<file path="src/rtl/fpi_pkg.sv">
package fpi_pkg;

  localparam int COORD_BITS_DEF = 32;
  localparam int ID_BITS_DEF    = 24;

  // Depth of the facet queue between the front and the back
  localparam int QUEUE_DEPTH = 2;

  // line_kind codes
  localparam logic [1:0] KIND_CROSS  = 2'd0;
  localparam logic [1:0] KIND_TOP    = 2'd1;
  localparam logic [1:0] KIND_BOTTOM = 2'd2;
  localparam logic [1:0] KIND_BAD    = 2'd3;

  // Next vertex around the facet
  function automatic logic [1:0] next_vertex(input logic [1:0] i);
    next_vertex = (i == 2'd2) ? 2'd0 : i + 2'd1;
  endfunction

endpackage

</file>
<file path="src/rtl/fpi_front.sv">
module fpi_front import fpi_pkg::*; #(
  parameter int COORD_BITS = COORD_BITS_DEF,
  parameter int ID_BITS    = ID_BITS_DEF,
  localparam int VW = 3 * COORD_BITS + 2 * ID_BITS
) (
  input  logic            clk,
  input  logic            rst,
  input  logic            in_valid,
  output logic            in_ready,
  input  logic [VW-1:0]   in_vertex,
  input  logic            in_last,
  output logic            push,
  output logic [3*VW-1:0] push_facet,
  input  logic            q_full
);

  logic [1:0]    slot;
  logic [1:0]    cur;
  logic [VW-1:0] v0;
  logic [VW-1:0] v1;
  logic          accept;

  assign cur        = (slot == 2'd3) ? 2'd0 : slot;
  assign in_ready   = (cur != 2'd2) || !q_full;
  assign accept     = in_valid && in_ready;
  assign push       = accept && (cur == 2'd2);
  assign push_facet = {in_vertex, v1, v0};

  always_ff @(posedge clk) begin
    if (rst) begin
      slot <= 2'd0;
    end else if (accept) begin
      // an early last mark drops the partial facet
      if (cur == 2'd2 || in_last) begin
        slot <= 2'd0;
      end else begin
        slot <= cur + 2'd1;
      end
    end
  end

  always_ff @(posedge clk) begin
    if (accept && cur == 2'd0) begin
      v0 <= in_vertex;
    end
    if (accept && cur == 2'd1) begin
      v1 <= in_vertex;
    end
  end

endmodule

</file>
<file path="src/rtl/fpi_queue.sv">
module fpi_queue import fpi_pkg::*; #(
  parameter int DW = 8
) (
  input  logic          clk,
  input  logic          rst,
  input  logic          push,
  input  logic [DW-1:0] din,
  output logic          full,
  input  logic          pop,
  output logic          not_empty,
  output logic [DW-1:0] dout
);

  localparam int PW = $clog2(QUEUE_DEPTH);
  localparam int CW = $clog2(QUEUE_DEPTH + 1);

  logic [DW-1:0] mem [QUEUE_DEPTH];
  logic [PW-1:0] wr_ptr;
  logic [PW-1:0] rd_ptr;
  logic [CW-1:0] count;
  logic          do_push;
  logic          do_pop;

  assign full      = (count == CW'(QUEUE_DEPTH));
  assign not_empty = (count != '0);
  assign do_push   = push && !full;
  assign do_pop    = pop && not_empty;
  assign dout      = mem[rd_ptr];

  always_ff @(posedge clk) begin
    if (rst) begin
      wr_ptr <= '0;
      rd_ptr <= '0;
      count  <= '0;
    end else begin
      if (do_push) begin
        wr_ptr <= (wr_ptr == PW'(QUEUE_DEPTH - 1)) ? '0 : wr_ptr + 1'b1;
      end
      if (do_pop) begin
        rd_ptr <= (rd_ptr == PW'(QUEUE_DEPTH - 1)) ? '0 : rd_ptr + 1'b1;
      end
      if (do_push && !do_pop) begin
        count <= count + 1'b1;
      end else if (do_pop && !do_push) begin
        count <= count - 1'b1;
      end
    end
  end

  always_ff @(posedge clk) begin
    if (do_push) begin
      mem[wr_ptr] <= din;
    end
  end

endmodule

</file>
<file path="src/rtl/fpi_muldiv.sv">
module fpi_muldiv import fpi_pkg::*; #(
  parameter int W = 33
) (
  input  logic         clk,
  input  logic         rst,
  input  logic         start,
  input  logic [W-1:0] a,
  input  logic [W-1:0] b,
  input  logic [W-1:0] d,
  output logic         done,
  output logic [W-1:0] q
);

  localparam logic [1:0] PH_IDLE = 2'd0;
  localparam logic [1:0] PH_MUL  = 2'd1;
  localparam logic [1:0] PH_DIV  = 2'd2;
  localparam int CNTW = $clog2(2 * W);

  logic [1:0]     phase;
  logic [CNTW-1:0] cnt;
  logic [W-1:0]   a_r;
  logic [W-1:0]   b_r;
  logic [W-1:0]   d_r;
  logic [2*W-1:0] prod;
  logic [W-1:0]   rem;
  logic [W:0]     rem_sh;
  logic           fits;

  assign rem_sh = {rem, prod[2*W-1]};
  assign fits   = rem_sh >= {1'b0, d_r};

  always_ff @(posedge clk) begin
    if (rst) begin
      phase <= PH_IDLE;
      done  <= 1'b0;
      cnt   <= '0;
    end else begin
      done <= 1'b0;
      unique case (phase)
        PH_IDLE: begin
          if (start) begin
            phase <= PH_MUL;
            cnt   <= '0;
          end
        end
        PH_MUL: begin
          if (cnt == CNTW'(W - 1)) begin
            phase <= PH_DIV;
            cnt   <= '0;
          end else begin
            cnt <= cnt + 1'b1;
          end
        end
        PH_DIV: begin
          if (cnt == CNTW'(2 * W - 1)) begin
            phase <= PH_IDLE;
            done  <= 1'b1;
          end else begin
            cnt <= cnt + 1'b1;
          end
        end
        default: phase <= PH_IDLE;
      endcase
    end
  end

  // Shift-and-add product, MSB of b first, then restoring division
  always_ff @(posedge clk) begin
    if (phase == PH_IDLE && start) begin
      a_r  <= a;
      b_r  <= b;
      d_r  <= d;
      prod <= '0;
      rem  <= '0;
    end else if (phase == PH_MUL) begin
      prod <= {prod[2*W-2:0], 1'b0} + (b_r[W-1] ? {{W{1'b0}}, a_r} : '0);
      b_r  <= {b_r[W-2:0], 1'b0};
    end else if (phase == PH_DIV) begin
      prod <= {prod[2*W-2:0], 1'b0};
      rem  <= fits ? W'(rem_sh - {1'b0, d_r}) : rem_sh[W-1:0];
      q    <= {q[W-2:0], fits};
    end
  end

endmodule

</file>
<file path="src/rtl/fpi_back.sv">
module fpi_back import fpi_pkg::*; #(
  parameter int COORD_BITS = COORD_BITS_DEF,
  parameter int ID_BITS    = ID_BITS_DEF,
  localparam int C  = COORD_BITS,
  localparam int VW = 3 * COORD_BITS + 2 * ID_BITS,
  localparam int W  = COORD_BITS + 1
) (
  input  logic                   clk,
  input  logic                   rst,
  input  logic signed [C-1:0]    slice_height,
  input  logic                   fct_valid,
  input  logic [3*VW-1:0]        fct_data,
  output logic                   fct_pop,
  output logic                   out_valid,
  input  logic                   out_ready,
  output logic signed [C-1:0]    start_x,
  output logic signed [C-1:0]    start_y,
  output logic signed [C-1:0]    end_x,
  output logic signed [C-1:0]    end_y,
  output logic signed [ID_BITS:0] start_vertex,
  output logic signed [ID_BITS:0] end_vertex,
  output logic signed [ID_BITS:0] start_edge,
  output logic signed [ID_BITS:0] end_edge,
  output logic [1:0]             line_kind
);

  localparam logic [2:0] ST_IDLE = 3'd0;
  localparam logic [2:0] ST_PLAN = 3'd1;
  localparam logic [2:0] ST_CALC = 3'd2;
  localparam logic [2:0] ST_WAIT = 3'd3;
  localparam logic [2:0] ST_OUT  = 3'd4;

  // point descriptor: {crossing, vertex or edge-start index}
  typedef logic [2:0] desc_t;

  logic [2:0] state;
  logic signed [C-1:0] fx [3];
  logic signed [C-1:0] fy [3];
  logic signed [C-1:0] fz [3];
  logic [ID_BITS-1:0] fvid [3];
  logic [ID_BITS-1:0] feid [3];

  desc_t      sdesc;
  desc_t      edesc;
  logic [1:0] kind;
  logic [1:0] job;
  logic signed [C-1:0] sx;
  logic signed [C-1:0] sy;
  logic signed [C-1:0] ex;
  logic signed [C-1:0] ey;

  // ---- plan (combinational over the held facet) ----
  logic signed [C-1:0] zmin;
  logic signed [C-1:0] zmax;
  logic [1:0] first;
  logic [1:0] ord [3];
  logic [1:0] a_i;
  logic [1:0] b_i;
  logic       fl;
  logic [1:0] fla;
  logic [1:0] n;
  logic [1:0] non;
  logic [1:0] ncr;
  logic [1:0] oi0;
  logic [1:0] oi1;
  desc_t      pts [3];
  desc_t      p0;
  desc_t      p1;
  logic       below;
  logic       emit;
  logic       eqa;
  logic       eqb;

  always_comb begin
    zmin = fz[0];
    zmax = fz[0];
    for (int k = 1; k < 3; k++) begin
      if (fz[k] < zmin) zmin = fz[k];
      if (fz[k] > zmax) zmax = fz[k];
    end
    if (fz[0] == zmin) begin
      first = 2'd0;
    end else begin
      first = (fz[1] == zmin) ? 2'd1 : 2'd2;
    end
    ord[0] = first;
    ord[1] = next_vertex(first);
    ord[2] = next_vertex(ord[1]);
    below  = (fz[0] < slice_height) || (fz[1] < slice_height) || (fz[2] < slice_height);

    fl  = 1'b0;
    fla = 2'd0;
    n   = 2'd0;
    non = 2'd0;
    ncr = 2'd0;
    oi0 = 2'd0;
    oi1 = 2'd0;
    a_i = 2'd0;
    b_i = 2'd0;
    eqa = 1'b0;
    eqb = 1'b0;
    for (int k = 0; k < 3; k++) pts[k] = '0;
    for (int k = 0; k < 3; k++) begin
      a_i = ord[k];
      b_i = next_vertex(a_i);
      eqa = (fz[a_i] == slice_height);
      eqb = (fz[b_i] == slice_height);
      if (!fl) begin
        if (eqa && eqb) begin
          fl  = 1'b1;
          fla = a_i;
        end else if (eqa || eqb) begin
          if (non == 2'd0) oi0 = n;
          else oi1 = n;
          non = non + 2'd1;
          pts[n] = {1'b0, (eqa ? a_i : b_i)};
          n = n + 2'd1;
        end else if ((fz[a_i] < slice_height) != (fz[b_i] < slice_height)) begin
          pts[n] = {1'b1, a_i};
          n   = n + 2'd1;
          ncr = ncr + 2'd1;
        end
      end
    end

    // merge a vertex that was listed twice
    p0   = pts[0];
    p1   = pts[1];
    emit = (n == 2'd2);
    if (non == 2'd2 && ncr == 2'd1) begin
      emit = 1'b1;
      if (oi1 == 2'd0) begin
        p0 = pts[1];
        p1 = pts[2];
      end else if (oi1 == 2'd1) begin
        p1 = pts[2];
      end
    end else if (non == 2'd2 && ncr == 2'd0) begin
      if (fx[pts[oi0][1:0]] == fx[pts[oi1][1:0]] &&
          fy[pts[oi0][1:0]] == fy[pts[oi1][1:0]]) begin
        emit = 1'b0;
      end
    end
  end

  // ---- interpolation operands ----
  desc_t      cdesc;
  logic [1:0] ca;
  logic [1:0] cb;
  logic signed [C-1:0] va;
  logic signed [C-1:0] vb;
  logic signed [W-1:0] dx;
  logic signed [W-1:0] tt;
  logic signed [W-1:0] dd;
  logic [W-1:0] mdx;
  logic [W-1:0] mtt;
  logic [W-1:0] mdd;
  logic         neg;
  logic         md_done;
  logic [W-1:0] md_q;
  logic signed [W:0]  sq;
  logic signed [C-1:0] cres;
  logic         md_start;

  always_comb begin
    cdesc = job[1] ? edesc : sdesc;
    ca    = cdesc[1:0];
    cb    = next_vertex(ca);
    va    = job[0] ? fy[ca] : fx[ca];
    vb    = job[0] ? fy[cb] : fx[cb];
    dx    = W'(va) - W'(vb);
    tt    = W'(slice_height) - W'(fz[cb]);
    dd    = W'(fz[ca]) - W'(fz[cb]);
    mdx   = dx[W-1] ? W'(-dx) : dx;
    mtt   = tt[W-1] ? W'(-tt) : tt;
    mdd   = dd[W-1] ? W'(-dd) : dd;
    neg   = dx[W-1] ^ tt[W-1] ^ dd[W-1];
    sq    = neg ? -$signed({1'b0, md_q}) : $signed({1'b0, md_q});
    cres  = C'((W + 1)'(vb) + sq);
  end

  assign md_start = (state == ST_CALC) && cdesc[2];
  assign fct_pop  = (state == ST_IDLE) && fct_valid;

  fpi_muldiv #(.W(W)) u_muldiv (
    .clk   (clk),
    .rst   (rst),
    .start (md_start),
    .a     (mdx),
    .b     (mtt),
    .d     (mdd),
    .done  (md_done),
    .q     (md_q)
  );

  always_ff @(posedge clk) begin
    if (rst) begin
      state     <= ST_IDLE;
      out_valid <= 1'b0;
      job       <= 2'd0;
    end else begin
      if (out_valid && out_ready && state != ST_OUT) begin
        out_valid <= 1'b0;
      end
      unique case (state)
        ST_IDLE: begin
          if (fct_valid) state <= ST_PLAN;
        end
        ST_PLAN: begin
          job <= 2'd0;
          if (zmin == zmax) begin
            state <= ST_IDLE;
          end else if (fl || emit) begin
            state <= ST_CALC;
          end else begin
            state <= ST_IDLE;
          end
        end
        ST_CALC: begin
          if (cdesc[2]) begin
            state <= ST_WAIT;
          end else if (job == 2'd3) begin
            state <= ST_OUT;
          end else begin
            job <= job + 2'd1;
          end
        end
        ST_WAIT: begin
          if (md_done) begin
            if (job == 2'd3) begin
              state <= ST_OUT;
            end else begin
              job   <= job + 2'd1;
              state <= ST_CALC;
            end
          end
        end
        ST_OUT: begin
          if (!out_valid || out_ready) begin
            out_valid <= 1'b1;
            state     <= ST_IDLE;
          end
        end
        default: state <= ST_IDLE;
      endcase
    end
  end

  always_ff @(posedge clk) begin
    if (fct_pop) begin
      for (int k = 0; k < 3; k++) begin
        fx[k]   <= fct_data[k*VW +: C];
        fy[k]   <= fct_data[k*VW + C +: C];
        fz[k]   <= fct_data[k*VW + 2*C +: C];
        fvid[k] <= fct_data[k*VW + 3*C +: ID_BITS];
        feid[k] <= fct_data[k*VW + 3*C + ID_BITS +: ID_BITS];
      end
    end
    if (state == ST_PLAN) begin
      if (fl) begin
        kind  <= below ? KIND_TOP : KIND_BOTTOM;
        sdesc <= below ? {1'b0, next_vertex(fla)} : {1'b0, fla};
        edesc <= below ? {1'b0, fla} : {1'b0, next_vertex(fla)};
        sx    <= below ? fx[next_vertex(fla)] : fx[fla];
        sy    <= below ? fy[next_vertex(fla)] : fy[fla];
        ex    <= below ? fx[fla] : fx[next_vertex(fla)];
        ey    <= below ? fy[fla] : fy[next_vertex(fla)];
      end else begin
        kind  <= KIND_CROSS;
        sdesc <= p1;
        edesc <= p0;
        sx    <= fx[p1[1:0]];
        sy    <= fy[p1[1:0]];
        ex    <= fx[p0[1:0]];
        ey    <= fy[p0[1:0]];
      end
    end
    if (state == ST_WAIT && md_done) begin
      case (job)
        2'd0: sx <= cres;
        2'd1: sy <= cres;
        2'd2: ex <= cres;
        default: ey <= cres;
      endcase
    end
    if (state == ST_OUT && (!out_valid || out_ready)) begin
      start_x      <= sx;
      start_y      <= sy;
      end_x        <= ex;
      end_y        <= ey;
      line_kind    <= kind;
      start_vertex <= sdesc[2] ? '1 : {1'b0, fvid[sdesc[1:0]]};
      end_vertex   <= edesc[2] ? '1 : {1'b0, fvid[edesc[1:0]]};
      start_edge   <= sdesc[2] ? {1'b0, feid[sdesc[1:0]]} : '1;
      end_edge     <= edesc[2] ? {1'b0, feid[edesc[1:0]]} : '1;
    end
  end

endmodule

</file>
<file path="src/rtl/facet_plane_intersection.sv">
// Each crossing coordinate (at most four) is computed in the one shared bit-serial
//   multiply/divide unit.
// Throughput: one vertex per cycle, unless the queue is full, into a two-facet queue;
//   the back end takes one facet at a time from the queue.
// Reset: synchronous, active high; clears slot, queue, sequencer, valid and slice_height.
module facet_plane_intersection import fpi_pkg::*; #(
  parameter int COORD_BITS = COORD_BITS_DEF,
  parameter int ID_BITS    = ID_BITS_DEF,
  localparam int DATA_W = (COORD_BITS > 32) ? 64 : 32,
  localparam int ADDR_W = (DATA_W == 64) ? 4 : 3,
  localparam int VW     = 3 * COORD_BITS + 2 * ID_BITS,
  localparam int IN_W   = ((VW + 7) / 8) * 8,
  localparam int OW     = 4 * COORD_BITS + 4 * (ID_BITS + 1),
  localparam int OUT_W  = ((OW + 7) / 8) * 8
) (
  input  logic              clk,
  input  logic              rst,
  // configuration port
  input  logic              psel,
  input  logic              penable,
  input  logic              pwrite,
  input  logic [ADDR_W-1:0] paddr,
  input  logic [DATA_W-1:0] pwdata,
  output logic [DATA_W-1:0] prdata,
  output logic              pready,
  // vertex stream
  input  logic              s_axis_tvalid,
  output logic              s_axis_tready,
  // coord_x, coord_y, coord_z, shared_vertex_id, outgoing_edge_id
  input  logic [IN_W-1:0]   s_axis_tdata,
  input  logic              s_axis_tlast,   // third_vertex
  // segment stream
  output logic              m_axis_tvalid,
  input  logic              m_axis_tready,
  // start_x, start_y, end_x, end_y, start_vertex, end_vertex, start_edge, end_edge
  output logic [OUT_W-1:0]  m_axis_tdata,
  output logic [1:0]        m_axis_tuser    // line_kind
);

  localparam int C = COORD_BITS;
  localparam int I = ID_BITS + 1;

  logic signed [C-1:0] slice_height;

  // Single register, written at every address in the lower half of the range and read back at all addresses.
  assign pready = 1'b1;
  assign prdata = DATA_W'(slice_height);

  always_ff @(posedge clk) begin
    if (rst) begin
      slice_height <= '0;
    end else if (psel && penable && pwrite && !paddr[ADDR_W-1]) begin
      slice_height <= pwdata[C-1:0];
    end
  end

  // Front: gather three vertices and hand a whole facet to the queue.
  logic          push;
  logic [3*VW-1:0] push_facet;
  logic          q_full;
  logic          q_not_empty;
  logic          q_pop;
  logic [3*VW-1:0] q_facet;

  fpi_front #(.COORD_BITS(COORD_BITS), .ID_BITS(ID_BITS)) u_front (
    .clk        (clk),
    .rst        (rst),
    .in_valid   (s_axis_tvalid),
    .in_ready   (s_axis_tready),
    .in_vertex  (s_axis_tdata[VW-1:0]),
    .in_last    (s_axis_tlast),
    .push       (push),
    .push_facet (push_facet),
    .q_full     (q_full)
  );

  // Queue lets the front keep taking vertices while the back works a facet.
  fpi_queue #(.DW(3 * VW)) u_queue (
    .clk       (clk),
    .rst       (rst),
    .push      (push),
    .din       (push_facet),
    .full      (q_full),
    .pop       (q_pop),
    .not_empty (q_not_empty),
    .dout      (q_facet)
  );

  // Back: classify the facet against the plane, interpolate crossings, and
  // hold the result in the output register until it is taken.
  logic signed [C-1:0] start_x;
  logic signed [C-1:0] start_y;
  logic signed [C-1:0] end_x;
  logic signed [C-1:0] end_y;
  logic signed [I-1:0] start_vertex;
  logic signed [I-1:0] end_vertex;
  logic signed [I-1:0] start_edge;
  logic signed [I-1:0] end_edge;

  fpi_back #(.COORD_BITS(COORD_BITS), .ID_BITS(ID_BITS)) u_back (
    .clk          (clk),
    .rst          (rst),
    .slice_height (slice_height),
    .fct_valid    (q_not_empty),
    .fct_data     (q_facet),
    .fct_pop      (q_pop),
    .out_valid    (m_axis_tvalid),
    .out_ready    (m_axis_tready),
    .start_x      (start_x),
    .start_y      (start_y),
    .end_x        (end_x),
    .end_y        (end_y),
    .start_vertex (start_vertex),
    .end_vertex   (end_vertex),
    .start_edge   (start_edge),
    .end_edge     (end_edge),
    .line_kind    (m_axis_tuser)
  );

  // Pack the segment, first field lowest, pad bits zero.
  always_comb begin
    m_axis_tdata = '0;
    m_axis_tdata[0 +: C]           = start_x;
    m_axis_tdata[C +: C]           = start_y;
    m_axis_tdata[2*C +: C]         = end_x;
    m_axis_tdata[3*C +: C]         = end_y;
    m_axis_tdata[4*C +: I]         = start_vertex;
    m_axis_tdata[4*C + I +: I]     = end_vertex;
    m_axis_tdata[4*C + 2*I +: I]   = start_edge;
    m_axis_tdata[4*C + 3*I +: I]   = end_edge;
  end

endmodule

</file>
<file path="config.mk">
export PLATFORM = sky130hd
export DESIGN_NAME = facet_plane_intersection
export DESIGN_NICKNAME = d
export VERILOG_FILES = /design/src/rtl/fpi_pkg.sv /design/src/rtl/fpi_front.sv /design/src/rtl/fpi_queue.sv /design/src/rtl/fpi_muldiv.sv /design/src/rtl/fpi_back.sv /design/src/rtl/facet_plane_intersection.sv
export SDC_FILE = /design/constraint.sdc
export NUM_CORES = 2
export LEC_CHECK = 0
export BUFFER_PORTS_ARGS = -buffer_cell sky130_fd_sc_hd__buf_2
export CAP_MARGIN = 20
export CORE_MARGIN = 8
export CORE_UTILIZATION = 25
export DETAILED_ROUTE_END_ITERATION = 6
export GPL_TIMING_DRIVEN = 1
export PLACE_DENSITY_LB_ADDON = 0.1
export SYNTH_ARGS = -nofsm -noshare
export SYNTH_HDL_FRONTEND = slang
export SYNTH_SLANG_ARGS = --single-unit
</file>
<file path="constraint.sdc">
create_clock -name clk -period 23.2 [get_ports clk]
set_input_delay 3.48 -clock clk [delete_from_list [all_inputs] [get_ports clk]]
set_output_delay 3.48 -clock clk [all_outputs]
set_load 0.02 [all_outputs]
</file>
==> impl_metrics.yaml <==
setup_path:
  reg2reg_slack_ns: 4.68
  critPathMaxFanout: 54
  slowest_stage: "a2111oi_0"
  r2r-start: "u_back.fz[0][26]"
  slowest_delay_ns: 0.91
  critPathLaunchType: "flop"
  r2r_cells: 57
  crit_top_cell: "buf_4"
  crit_required_ns: 24.01
  cp_top_family: "simple AND/OR/NAND/NOR gates"
  r2r_end: "u_back.state[1]"
  end_kind: "flop"
  crit_type: "flop to flop"
  critPathBufInv: 9
  cp.arrival_ns: 19.34
place:
  dp_hpwl_um: 319300
  gp_congestion: 0.8852
  io_buffers: 448
logic_synthesis:
  synth_ff_type: "edfxtp_1"
  synth_enable_flop_cells: 1953
  syn-mean-instance-area_um2: 11.31
  yosys_warnings: 0
  synth_area_um2: 118000
  synthDistinctLibCells: 99
  syn_inst: 10434
  async_flop_share_pct: 0
  synth_fa_ha_area_share_pct: 5.469
  synthMuxAreaShare_pct: 10.42
  synth_compound_area_share_pct: 13.42
  synth_top_family_by_area: "compound AO/OA/AOI/OAI gates"
  yosys.area_share.xor_xnor_pct: 3.111
  yosys.area_share.simple_pct: 9.232
  seq_area_frac_synth_pct: 54.57
  synth_seq_cells: 2239
clock_tree:
  cts_buffers: 281
  cts_setup_buffers: 0
  clk_latency_ns: 0.94
  cts_resized: 0
  cts_buffer_depth: 4
  postCtsHoldBufs: 0
  numClockSinks: 2239
  htree_num_levels: 5
  root_buffer: "clkbuf_16"
  cts_tree: "built"
  path_clk_slew_ns: 0.07
global_route:
  overflow: 0
  grt_first_pass_wirelength_um: 632000
  grt_max_degree: 194
  antenna_found_initial: 119
  track_usage_pct: 17.56
  grt_pass1_vias: 81711
routing:
  met1_length_um: 218200
  drc: 6
  vias: 84679
  dr_wl_met2_um: 190300
  wl_um: 453400
  drt-initial-drc-count: 7935
  wl_per_cell_um: 26.56
  final_antenna_net_count: 0
  viasPerCell: 4.961
  top_layer: "met5"
  met3_length_um: 31970
  drtPass1Iterations: 7
timing:
  rsz0062_at_grt: "false"
  slew_violations: 0
  worst_pin_slew_ns: 1.248
  setup_viol: 0
  fin_crit_ns: 18.52
  finalCritPeriodShare_pct: 79.84
  fin_worst_skew_ns: 0.07720
  hold_viol_final: 0
  fmax_mhz: 53.99
  fin_setup_tns_ns: 0
  relSlewSlack_pct: 15.91
final_layout:
  drive_gt1_share_pct: 16.25
  n_fill_cell: 48277
  area_delta_synth_final_pct: 15.37
  final_nets: 11296
status:
  status: "complete, but fails checks"
  violations: "DRC"
floorplanning:
  dieArea_um2: 494100
  die-height_um: 702.9
  row_count: 252
  io_pins: 456
  initial_core_util_pct: 25.08
  die_x_um: 702.9
  coreArea_um2: 470400
worst_hold_path:
  hp-start: "u_back.sy[7]"
  whs_endpoint: "u_back.start_y[7]"
  holdPathStages: 0
  holdCritPathClass: "flop to flop"
run:
  cap_violations: 0
[worst max path at each step]
| stage | startpoint | end | slack [ns] | cells after the start |
|---|---|---|---|---|
| finish | u_back.fz[0][26] | u_back.state[1] | 4.68 | 57 |
| detailed placement | u_back.fz[0][26] | u_back.state[1] | 4.67 | 56 |
| global placement | u_back.fz[0][26] | u_back.state[1] | 4.60 | 56 |
| floorplan | s_axis_tvalid | u_queue.mem[0][0] | 7.64 | 3 |
| CTS | u_back.fz[0][26] | u_back.state[1] | 4.65 | 56 |
| global route | u_back.fz[0][26] | u_back.state[1] | 3.84 | 55 |
[cell usage in the layout, fill, tap and decap left out, types with 31 or more instances in the layout]
cell / instances
edfxtp_1: 1953
nand2_1: 902
nor2_1: 808
a21oi_1: 749
o21ai_0: 644
mux2_2: 565
mux2i_1: 540
ha_1: 504
buf_2: 448
inv_1: 331
clkbuf_16: 287
dfxtp_1: 280
xnor2_1: 234
buf_4: 216
xor2_1: 183
o211ai_1: 156
a211oi_1: 146
nor3_1: 122
a21o_1: 116
nand3_1: 101
nand4_1: 98
a22oi_1: 96
a31oi_1: 79
a222oi_1: 75
o22ai_1: 73
nor2b_1: 69
and2_1: 68
clkbuf_1: 61
nand2b_1: 57
a22o_1: 47
clkinv_1: 45
nor4_1: 44
o21a_1: 40
or3_1: 40
clkinv_2: 39
o2111ai_1: 35
mux2_1: 33
diode_2: 31
and3_1: 31
o31ai_1: 31
[worst register-to-register path, delay by kind of cell (launching register included)]
family          cells  cell delay, ns
fa+ha+maj           5            1.65
flops               1            0.82
mux                 2            1.08
compound gates     23            5.69
xor+xnor            1            0.18
simple gates       17            5.80
buf+inv             9            3.24
[registers in the layout (all words and copies together), names as in the netlist, 33 cells and up, named ones only]
signal,flops
u_back.u_muldiv.d_r,33
u_front.v1,144
u_front.v0,144
u_back.fy,96
u_back.fz,96
u_back.u_muldiv.rem,33
u_back.fvid,72
u_back.u_muldiv.b_r,33
u_back.u_muldiv.prod,66
u_back.u_muldiv.a_r,33
u_back.feid,72
u_back.fx,96
u_queue.mem,864
[metal layers]
layer / global-route usage [%] / vias up
met5: 0 / -
met4: 4.567 / 52
met3: 3.513 / 609
met2: 26.10 / 2868
met1: 25.84 / 42029
li1: - / 39121
[layout make-up]
| cell class | count | area, um2 | area share [%] |
|---|---|---|---|
| Sequential cell | 2239 | 64390 | 47.31 |
| Clock buffer | 359 | 7551 | 5.548 |
| Tap cell | 6223 | 7786 | 5.721 |
| Antenna cell | 31 | 77.57 | 0.05700 |
| Inverter | 339 | 1287 | 0.9460 |
| Timing Repair Buffer | 677 | 4116 | 3.025 |
| Multi-Input combinational cell | 7059 | 49440 | 36.32 |
| Clock inverter | 142 | 1455 | 1.069 |
[through the flow]
step | setup WS, ns | instances | area (um2) | util [%] | hold WS (ns)
5_1_grt | 3.840 | 17039 | 136000 | 28.91 | 0.3994
6_report | 4.678 | 17069 | 136100 | 28.93 | 0.4049
4_1_cts | 4.653 | 17035 | 136000 | 28.90 | 0.4009
3_5_place_dp | 4.666 | 16534 | 127000 | 26.99 | 0.4147
2_1_floorplan | 7.637 | 10437 | 118000 | - | 0.4003
3_3_place_gp | 4.604 | 16532 | 126900 | 26.98 | 0.4158
[cells in the mapped netlist, types with 57 or more instances]
master,number,area (um2)
o211ai_1,156,1171
nand2b_1,57,356.6
a222oi_1,75,750.7
o21ai_0,647,3238
a21oi_1,751,3759
nor2b_1,70,437.9
xor2_1,183,1603
nand3_1,102,510.5
nand2_1,911,3420
a31oi_1,82,513.0
ha_1,506,6331
a22oi_1,96,720.7
mux2_2,567,6385
nor2_1,811,3044
clkbuf_1,658,2470
buf_1,96,360.4
inv_1,333,1250
dfxtp_1,286,5725
mux2i_1,542,5425
and2_1,71,444.2
xnor2_1,236,2067
o22ai_1,73,456.7
a21o_1,116,870.8
a211oi_1,146,1096
nor3_1,122,610.6
nand4_1,98,613.1
edfxtp_1,1953,58650
[logic make-up after synthesis]
group | after synthesis
fa+ha+maj | 512
mux | 1147
compound gates | 2524
other cells | 2
buf+inv | 1139
simple gates | 2452
flops | 2239
xor+xnor | 419
Power is not shown: default switching activity piles up to over one toggle a cycle in this logic, so the estimate is an artifact.
